$ cat config.mk
export PLATFORM = sky130hd
export DESIGN_NAME = two_way_lru_cache_tag_lookup
export DESIGN_NICKNAME = d
export VERILOG_FILES = /design/src/rtl/core/twlru_pkg.sv /design/src/rtl/core/two_way_lru_cache_tag_lookup.sv /design/src/rtl/core/twlru_ram.sv
export SDC_FILE = /design/constraint.sdc
export NUM_CORES = 2
export LEC_CHECK = 0
export BUFFER_PORTS_ARGS = -buffer_cell sky130_fd_sc_hd__buf_2
export CAP_MARGIN = 20
export CORE_UTILIZATION = 30
export DETAILED_ROUTE_END_ITERATION = 12
export HOLD_SLACK_MARGIN = 0.06
export PLACE_DENSITY_LB_ADDON = 0.25
export SKIP_LAST_GASP = 1
export SYNTH_ARGS = -nofsm -noshare
export SYNTH_HDL_FRONTEND = slang
export SYNTH_SLANG_ARGS = --single-unit
$ cat constraint.sdc
create_clock -name clk -period 16.2 [get_ports clk]
set_input_delay 1.62 -clock clk [delete_from_list [all_inputs] [get_ports clk]]
set_output_delay 1.62 -clock clk [all_outputs]
set_load 0.05 [all_outputs]
$ cat src/rtl/core/twlru_pkg.sv
// ----------------------------------------------------------------------------
// twlru_pkg
// Field widths and counter widths shared by the two-way tag lookup.
// ----------------------------------------------------------------------------
package twlru_pkg;

  localparam int ADDR_W      = 32;
  localparam int OFFSET_OUT_W = 5;
  localparam int BLOCK_OUT_W = 27;
  localparam int SET_OUT_W   = 6;
  localparam int TAG_OUT_W   = 21;
  localparam int COUNT_W     = 32;

  typedef logic [TAG_OUT_W-1:0] tag_t;
  typedef logic [COUNT_W-1:0]   count_t;

endpackage

$ cat src/rtl/core/two_way_lru_cache_tag_lookup.sv
// ----------------------------------------------------------------------------
// two_way_lru_cache_tag_lookup
// Two-way set-associative tag directory with per-set LRU replacement.
// ----------------------------------------------------------------------------
// One byte address is taken per item and one result item comes out for it.
// The block sustains one item per clock cycle while the receiver does not
// stall. Each address is registered in s1_addr, where the tag compare, way
// choice and directory update run; these end in the result register. The
// tag RAMs (one registered-read RAM per way, indexed by the set) are read at
// the edge that accepts the address. A stalled result holds the item behind
// it, so at most two items are in flight. The most recent tag write is held
// and forwarded so that back to back references to one set see each other's
// fills. NUM_SETS and LINE_BYTES must be powers of two. Valid and LRU bits
// live in flip-flops and are cleared by reset; tag RAM contents are only
// read behind a set valid bit.
// ----------------------------------------------------------------------------
module two_way_lru_cache_tag_lookup
  import twlru_pkg::*;
#(
  parameter int NUM_SETS   = 64,
  parameter int LINE_BYTES = 32
) (
  input  logic                    clk,
  input  logic                    rst,
  input  logic                    in_valid,
  output logic                    in_stall,
  input  logic [ADDR_W-1:0]       address,
  output logic                    out_valid,
  input  logic                    out_stall,
  output logic [OFFSET_OUT_W-1:0] byte_offset,
  output logic [BLOCK_OUT_W-1:0]  block_number,
  output logic [SET_OUT_W-1:0]    set_index,
  output logic                    way_used,
  output logic [TAG_OUT_W-1:0]    tag_value,
  output logic                    is_miss,
  output logic                    did_replace,
  output logic [TAG_OUT_W-1:0]    evicted_tag,
  output logic [COUNT_W-1:0]      hit_total,
  output logic [COUNT_W-1:0]      miss_total
);

  localparam int OFF_W = $clog2(LINE_BYTES);
  localparam int SET_W = $clog2(NUM_SETS);
  localparam logic [ADDR_W-1:0] OFF_MASK = ADDR_W'(LINE_BYTES - 1);

  // lookup stage
  logic              s1_valid;
  logic [ADDR_W-1:0] s1_addr;
  logic              s1_advance;
  logic              in_accept;

  logic [ADDR_W-1:0] in_block32;
  logic [SET_W-1:0]  in_set;

  logic [ADDR_W-1:0] s1_off32;
  logic [ADDR_W-1:0] s1_block32;
  logic [ADDR_W-1:0] s1_tag32;
  logic [ADDR_W-1:0] s1_set32;
  logic [SET_W-1:0]  s1_set;
  tag_t              s1_tag;

  tag_t              rd_tag0;
  tag_t              rd_tag1;
  tag_t              tag0;
  tag_t              tag1;

  // last tag write, forwarded over the RAM read
  logic              fwd_valid;
  logic [SET_W-1:0]  fwd_set;
  logic              fwd_way;
  tag_t              fwd_tag;

  logic [NUM_SETS-1:0] valid0;
  logic [NUM_SETS-1:0] valid1;
  logic [NUM_SETS-1:0] lru;

  count_t hit_count;
  count_t miss_count;
  count_t hit_count_next;
  count_t miss_count_next;

  logic hit0;
  logic hit1;
  logic hit;
  logic way;
  logic repl;
  tag_t evicted;
  logic wr_en0;
  logic wr_en1;

  assign in_accept  = in_valid && !in_stall;
  assign s1_advance = s1_valid && (!out_valid || !out_stall);
  assign in_stall   = s1_valid && !s1_advance;

  assign in_block32 = address >> OFF_W;
  assign in_set     = in_block32[SET_W-1:0];

  assign s1_off32   = s1_addr & OFF_MASK;
  assign s1_block32 = s1_addr >> OFF_W;
  assign s1_set     = s1_block32[SET_W-1:0];
  assign s1_set32   = {{(ADDR_W-SET_W){1'b0}}, s1_set};
  assign s1_tag32   = s1_block32 >> SET_W;
  assign s1_tag     = s1_tag32[TAG_OUT_W-1:0];

  twlru_ram #(
    .WIDTH (TAG_OUT_W),
    .DEPTH (NUM_SETS)
  ) u_tags0 (
    .clk     (clk),
    .wr_en   (wr_en0),
    .wr_addr (s1_set),
    .wr_data (s1_tag),
    .rd_en   (in_accept),
    .rd_addr (in_set),
    .rd_data (rd_tag0)
  );

  twlru_ram #(
    .WIDTH (TAG_OUT_W),
    .DEPTH (NUM_SETS)
  ) u_tags1 (
    .clk     (clk),
    .wr_en   (wr_en1),
    .wr_addr (s1_set),
    .wr_data (s1_tag),
    .rd_en   (in_accept),
    .rd_addr (in_set),
    .rd_data (rd_tag1)
  );

  always_comb begin
    tag0 = rd_tag0;
    tag1 = rd_tag1;
    if (fwd_valid && (fwd_set == s1_set)) begin
      if (fwd_way) begin
        tag1 = fwd_tag;
      end else begin
        tag0 = fwd_tag;
      end
    end

    hit0 = valid0[s1_set] && (tag0 == s1_tag);
    hit1 = valid1[s1_set] && (tag1 == s1_tag);
    hit  = hit0 || hit1;

    if (hit) begin
      way = !hit0;
    end else if (!valid0[s1_set]) begin
      way = 1'b0;
    end else if (!valid1[s1_set]) begin
      way = 1'b1;
    end else begin
      way = lru[s1_set];
    end

    repl    = !hit && valid0[s1_set] && valid1[s1_set];
    evicted = '0;
    if (repl) begin
      evicted = way ? tag1 : tag0;
    end

    wr_en0 = s1_advance && !hit && !way;
    wr_en1 = s1_advance && !hit && way;

    hit_count_next  = hit ? hit_count + count_t'(1) : hit_count;
    miss_count_next = hit ? miss_count : miss_count + count_t'(1);
  end

  always_ff @(posedge clk) begin
    if (rst) begin
      s1_valid   <= 1'b0;
      out_valid  <= 1'b0;
      fwd_valid  <= 1'b0;
      valid0     <= '0;
      valid1     <= '0;
      lru        <= '0;
      hit_count  <= '0;
      miss_count <= '0;
    end else begin
      if (in_accept) begin
        s1_valid <= 1'b1;
        s1_addr  <= address;
      end else if (s1_advance) begin
        s1_valid <= 1'b0;
      end

      if (s1_advance) begin
        out_valid    <= 1'b1;
        byte_offset  <= s1_off32[OFFSET_OUT_W-1:0];
        block_number <= s1_block32[BLOCK_OUT_W-1:0];
        set_index    <= s1_set32[SET_OUT_W-1:0];
        way_used     <= way;
        tag_value    <= s1_tag;
        is_miss      <= !hit;
        did_replace  <= repl;
        evicted_tag  <= evicted;
        hit_total    <= hit_count_next;
        miss_total   <= miss_count_next;

        hit_count    <= hit_count_next;
        miss_count   <= miss_count_next;
        lru[s1_set]  <= !way;
        if (!hit) begin
          fwd_valid <= 1'b1;
          fwd_set   <= s1_set;
          fwd_way   <= way;
          fwd_tag   <= s1_tag;
          if (way) begin
            valid1[s1_set] <= 1'b1;
          end else begin
            valid0[s1_set] <= 1'b1;
          end
        end
      end else if (out_valid && !out_stall) begin
        out_valid <= 1'b0;
      end
    end
  end

  // a hit never reports an eviction
  a_hit_no_evict: assert property (@(posedge clk) disable iff (rst)
    out_valid && !is_miss |-> !did_replace && (evicted_tag == '0))
    else $error("hit result carries an eviction");

  // the fill rules never leave one tag in both ways
  a_single_hit: assert property (@(posedge clk) disable iff (rst)
    s1_valid |-> !(hit0 && hit1))
    else $error("tag present in both ways of a set");

  // each item bumps exactly one of the two counters
  a_count_step: assert property (@(posedge clk) disable iff (rst)
    s1_advance |=> (count_t'(hit_count + miss_count) ==
                    count_t'($past(hit_count) + $past(miss_count) + count_t'(1))))
    else $error("hit and miss counters out of step");

  // a replacement only happens with both ways valid
  a_repl_full: assert property (@(posedge clk) disable iff (rst)
    s1_valid && repl |-> valid0[s1_set] && valid1[s1_set] && !hit)
    else $error("replacement in a set with a free way");

  // the LRU bit points away from the way just used
  a_lru_update: assert property (@(posedge clk) disable iff (rst)
    s1_advance |=> lru[$past(s1_set)] != $past(way))
    else $error("LRU bit not updated");

endmodule

$ cat src/rtl/core/twlru_ram.sv
// ----------------------------------------------------------------------------
// twlru_ram
// Generic single-write, single-read RAM with registered read data.
// ----------------------------------------------------------------------------
module twlru_ram #(
  parameter int WIDTH = 8,
  parameter int DEPTH = 64
) (
  input  logic                     clk,
  input  logic                     wr_en,
  input  logic [$clog2(DEPTH)-1:0] wr_addr,
  input  logic [WIDTH-1:0]         wr_data,
  input  logic                     rd_en,
  input  logic [$clog2(DEPTH)-1:0] rd_addr,
  output logic [WIDTH-1:0]         rd_data
);

  logic [WIDTH-1:0] mem [DEPTH];

  always_ff @(posedge clk) begin
    if (wr_en) begin
      mem[wr_addr] <= wr_data;
    end
    // read returns the old contents when both ports hit one entry
    if (rd_en) begin
      rd_data <= mem[rd_addr];
    end
  end

endmodule

==> flow_summary.json <==
{
  "detailed_place_hpwl_mm": 215.5,
  "synth_top_family_by_area": "multiplexers",
  "post_synth_num_cell_types": 79,
  "crit_type": "register to register",
  "final_hold_viol_count": 0,
  "cts_max_path_buffers": 4,
  "start_util_pct": 30.15,
  "fp.dieW_um": 643.6,
  "crit_arrival_ns": 7.70,
  "outcome": "finished clean",
  "tightest_slew_ns": 1.203,
  "crit_family": "buffers and inverters",
  "final_cell_mix": "edfxtp_1, mux4_2, clkbuf_16",
  "cts_buffers": 331,
  "mostFrequentLayoutCell": "edfxtp_1",
  "power.total_w": 0.01742,
  "placed_cell_area_um2": 131500,
  "cts.clk_slew.worst_paths_ns": 0.06,
  "fin_crit_ns": 7.112,
  "dr_total_vias": 61769,
  "final_nets": 6200,
  "wire_per_inst_um": 30.86,
  "drive_above_1_share_pct": 30.09,
  "cp_max_fo": 68,
  "vias_per_cell": 5.194,
  "post_cts_buffers": 0,
  "syn_nets": 5872,
  "ys_seq_area_share_pct": 74.97,
  "r2r_cells": 12,
  "p_int_w": 0.01356,
  "synth_fa_ha_area_share_pct": 0.02027,
  "place_congestion": 0.8447,
  "ctsRootBufferMaster": "clkbuf_16",
  "drtIter0Drc": 7933,
  "ctsHoldBuffers": 0,
  "htreeDepth": 5,
  "synthMuxAreaShare_pct": 16.93,
  "fp-row-count": 235,
  "synth_edf_count": 2910,
  "required_ns": 16.79,
  "avgSynthCellArea_um2": 21.17,
  "synth_xor_xnor_area_share_pct": 0.8157,
  "grt_start_max_net_pins": 136,
  "power.share.switching_pct": 22.18,
  "ir_drop_mv": 0.07694,
  "cp_num_buf_inv": 3,
  "syn2layout_area_growth_pct": 15.17,
  "post_synth_and_or_nand_nor_area_fraction_pct": 3.102,
  "multi_input_area_um2": 29470,
  "fin_setup_tns_ns": 0,
  "clockPowerShare_pct": 43.3,
  "final_area_um2": 142200,
  "cpPeakStageDelay_ns": 1.01,
  "worstHoldPathCells": 0,
  "clock.fmax_mhz": 140.6,
  "cp-end-kind": "register",
  "cts_tree": "yes",
  "cp.depth": 12,
  "ant_nets": 0,
  "die_y_um": 643.6,
  "overflow": 0,
  "ff_latch_area_um2": 92570,
  "ioPinCount": 185,
  "pwr-share-comb_pct": 5.1,
  "synth_compound_area_share_pct": 2.627,
  "cp_slowest_cell": "edfxtp_1",
  "hp-class": "register to register",
  "finalCritPeriodShare_pct": 43.90,
  "p_leak_nw": 43.66,
  "drcViolationCount": 0,
  "synth_seq_cells": 3169,
  "synth_area_um2": 123500,
  "cts_resized": 0,
  "power_frac_seq_pct": 51.6,
  "fp.dieArea_um2": 414200,
  "setup_viol_count_final": 0,
  "antenna_found_initial": 44,
  "clock_latency_ns": 0.95,
  "maxCapViolCount": 0,
  "routed_wirelength_mm": 367.0,
  "yosys_warnings": 0,
  "switching_power_w": 0.003865,
  "grt_pass1_vias": 61255,
  "grt_pass1_wl_mm": 507.8,
  "relSlewSlack_pct": 19.77,
  "num-fill-cells": 37862,
  "grt_usage_pct": 17.31,
  "syn-instance-count": 5834,
  "skew_ns": 0.07689,
  "crit_chain": "buf_4 > buf_4 > xor2_1 > nor4_1 > nand2_1 > nor4_1 > o22ai_1 > or4_1 > o21ai_4 > buf_4 > mux2_2 > a221oi_1",
  "critPathMostFrequentCell": "buf_4",
  "power_density_nw_per_um2": 122.5,
  "slew_viol_final": 0,
  "cp-start-kind": "register",
  "cts.sinks": 3169,
  "rsz0062_at_grt": "false",
  "ys.flop_type": "edfxtp_1",
  "drt_pass1_iterations": 7,
  "coreArea_um2": 409600,
  "portBuffers": 184,
  "ys_async_sr_fraction_pct": 0
}
-- worst reg2reg max path, cell delays in order (launching register included) --
cell and delay, ns:
edfxtp_1 1.01, buf_4 0.59, buf_4 0.81, xor2_1 0.19, nor4_1 0.40, nand2_1 0.12, nor4_1 0.44, o22ai_1 0.23
or4_1 0.76, o21ai_4 0.11, buf_4 0.59, mux2_2 0.59, a221oi_1 0.96
-- worst paths after layout --
check              start               to  slack, ns
max reg2reg  s1_addr[28]  evicted_tag[11]       9.09
min reg2reg   s1_addr[1]   byte_offset[1]       0.42
max          s1_addr[28]  evicted_tag[11]       9.09
min           s1_addr[1]   byte_offset[1]       0.42
-- routing by layer --
metal / wire [um] / GRT usage [%] / vias up
li1: - / - / 24954
met1: 160500 / 24.71 / 33920
met2: 175200 / 28.05 / 2388
met3: 22110 / 2.368 / 499
met4: 9071 / 3.920 / 8
met5: 60 / 0 / -
-- cell usage after synthesis, types with 24 or more instances --
cell / n / area, um^2
inv_1: 59 / 221.5
nor3_1: 63 / 315.3
a211oi_2: 29 / 362.9
dfxtp_1: 259 / 5185
xor2_1: 69 / 604.3
clkbuf_1: 202 / 758.2
o21a_1: 138 / 1036
o31ai_1: 33 / 247.7
buf_2: 36 / 180.2
mux2i_1: 58 / 580.6
nand2_1: 151 / 566.8
nor4_1: 24 / 150.1
a21oi_1: 93 / 465.5
o21ai_0: 24 / 120.1
buf_4: 35 / 262.8
nor2_1: 224 / 840.8
mux4_2: 896 / 20180
nor2_4: 60 / 675.7
buf_1: 77 / 289.0
nand3_1: 53 / 265.3
edfxtp_1: 2910 / 87380
xnor2_1: 46 / 402.9
-- state kept, by name, summed over array words and instances, names as in the netlist, 64 cells and up --
| signal | count |
|---|---|
| u_tags0.mem | 1344 |
| u_tags1.mem | 1344 |
| lru | 64 |
| valid0 | 64 |
| valid1 | 64 |
-- per-stage QoR --
stage                     hold WS [ns]  worst slack [ns]  cells  utilization (%)
after floorplan                 0.4003             8.303   5834                -
after global placement          0.4054             9.192  11273            32.09
after detailed placement        0.4059             9.327  11276            32.10
after CTS                       0.4249             9.341  11877            34.69
after global routing            0.4303             9.060  11882            34.71
final                           0.4242             9.088  11893            34.72
-- power by group through the flow --
stage	sequential [W]	combinational [W]	clock [W]
after CTS	0.00898	0.000896	0.00770
after global placement	0.00916	0.000887	0
after floorplan	0.00921	0.000465	0
after global routing	0.00898	0.000926	0.00798
after detailed placement	0.00916	0.000895	0
final	0.00898	0.000889	0.00755
-- cells by family (layout without fill, tap and decap cells) --
logic type | count (synthesis) | after routing
multiplexers | 967 | 967
other | 0 | 12
flip-flops | 3169 | 3169
adder cells (fa/ha/maj) | 2 | 2
buffers and inverters | 425 | 1021
XOR/XNOR | 115 | 115
AND/OR/NAND/NOR | 717 | 717
AO/OA/AOI/OAI | 439 | 439
-- area by class of cell --
type	count	share of cell area (%)
antenna	12	0.02112
clock buffer	423	6.242
clock inverter	178	1.221
inverter	61	0.1628
multi-input combinational	2240	20.72
sequential	3169	65.09
tap	5451	4.796
timing repair buffer	359	1.741
No activity file was read; power rests on OpenSTA's default activity.
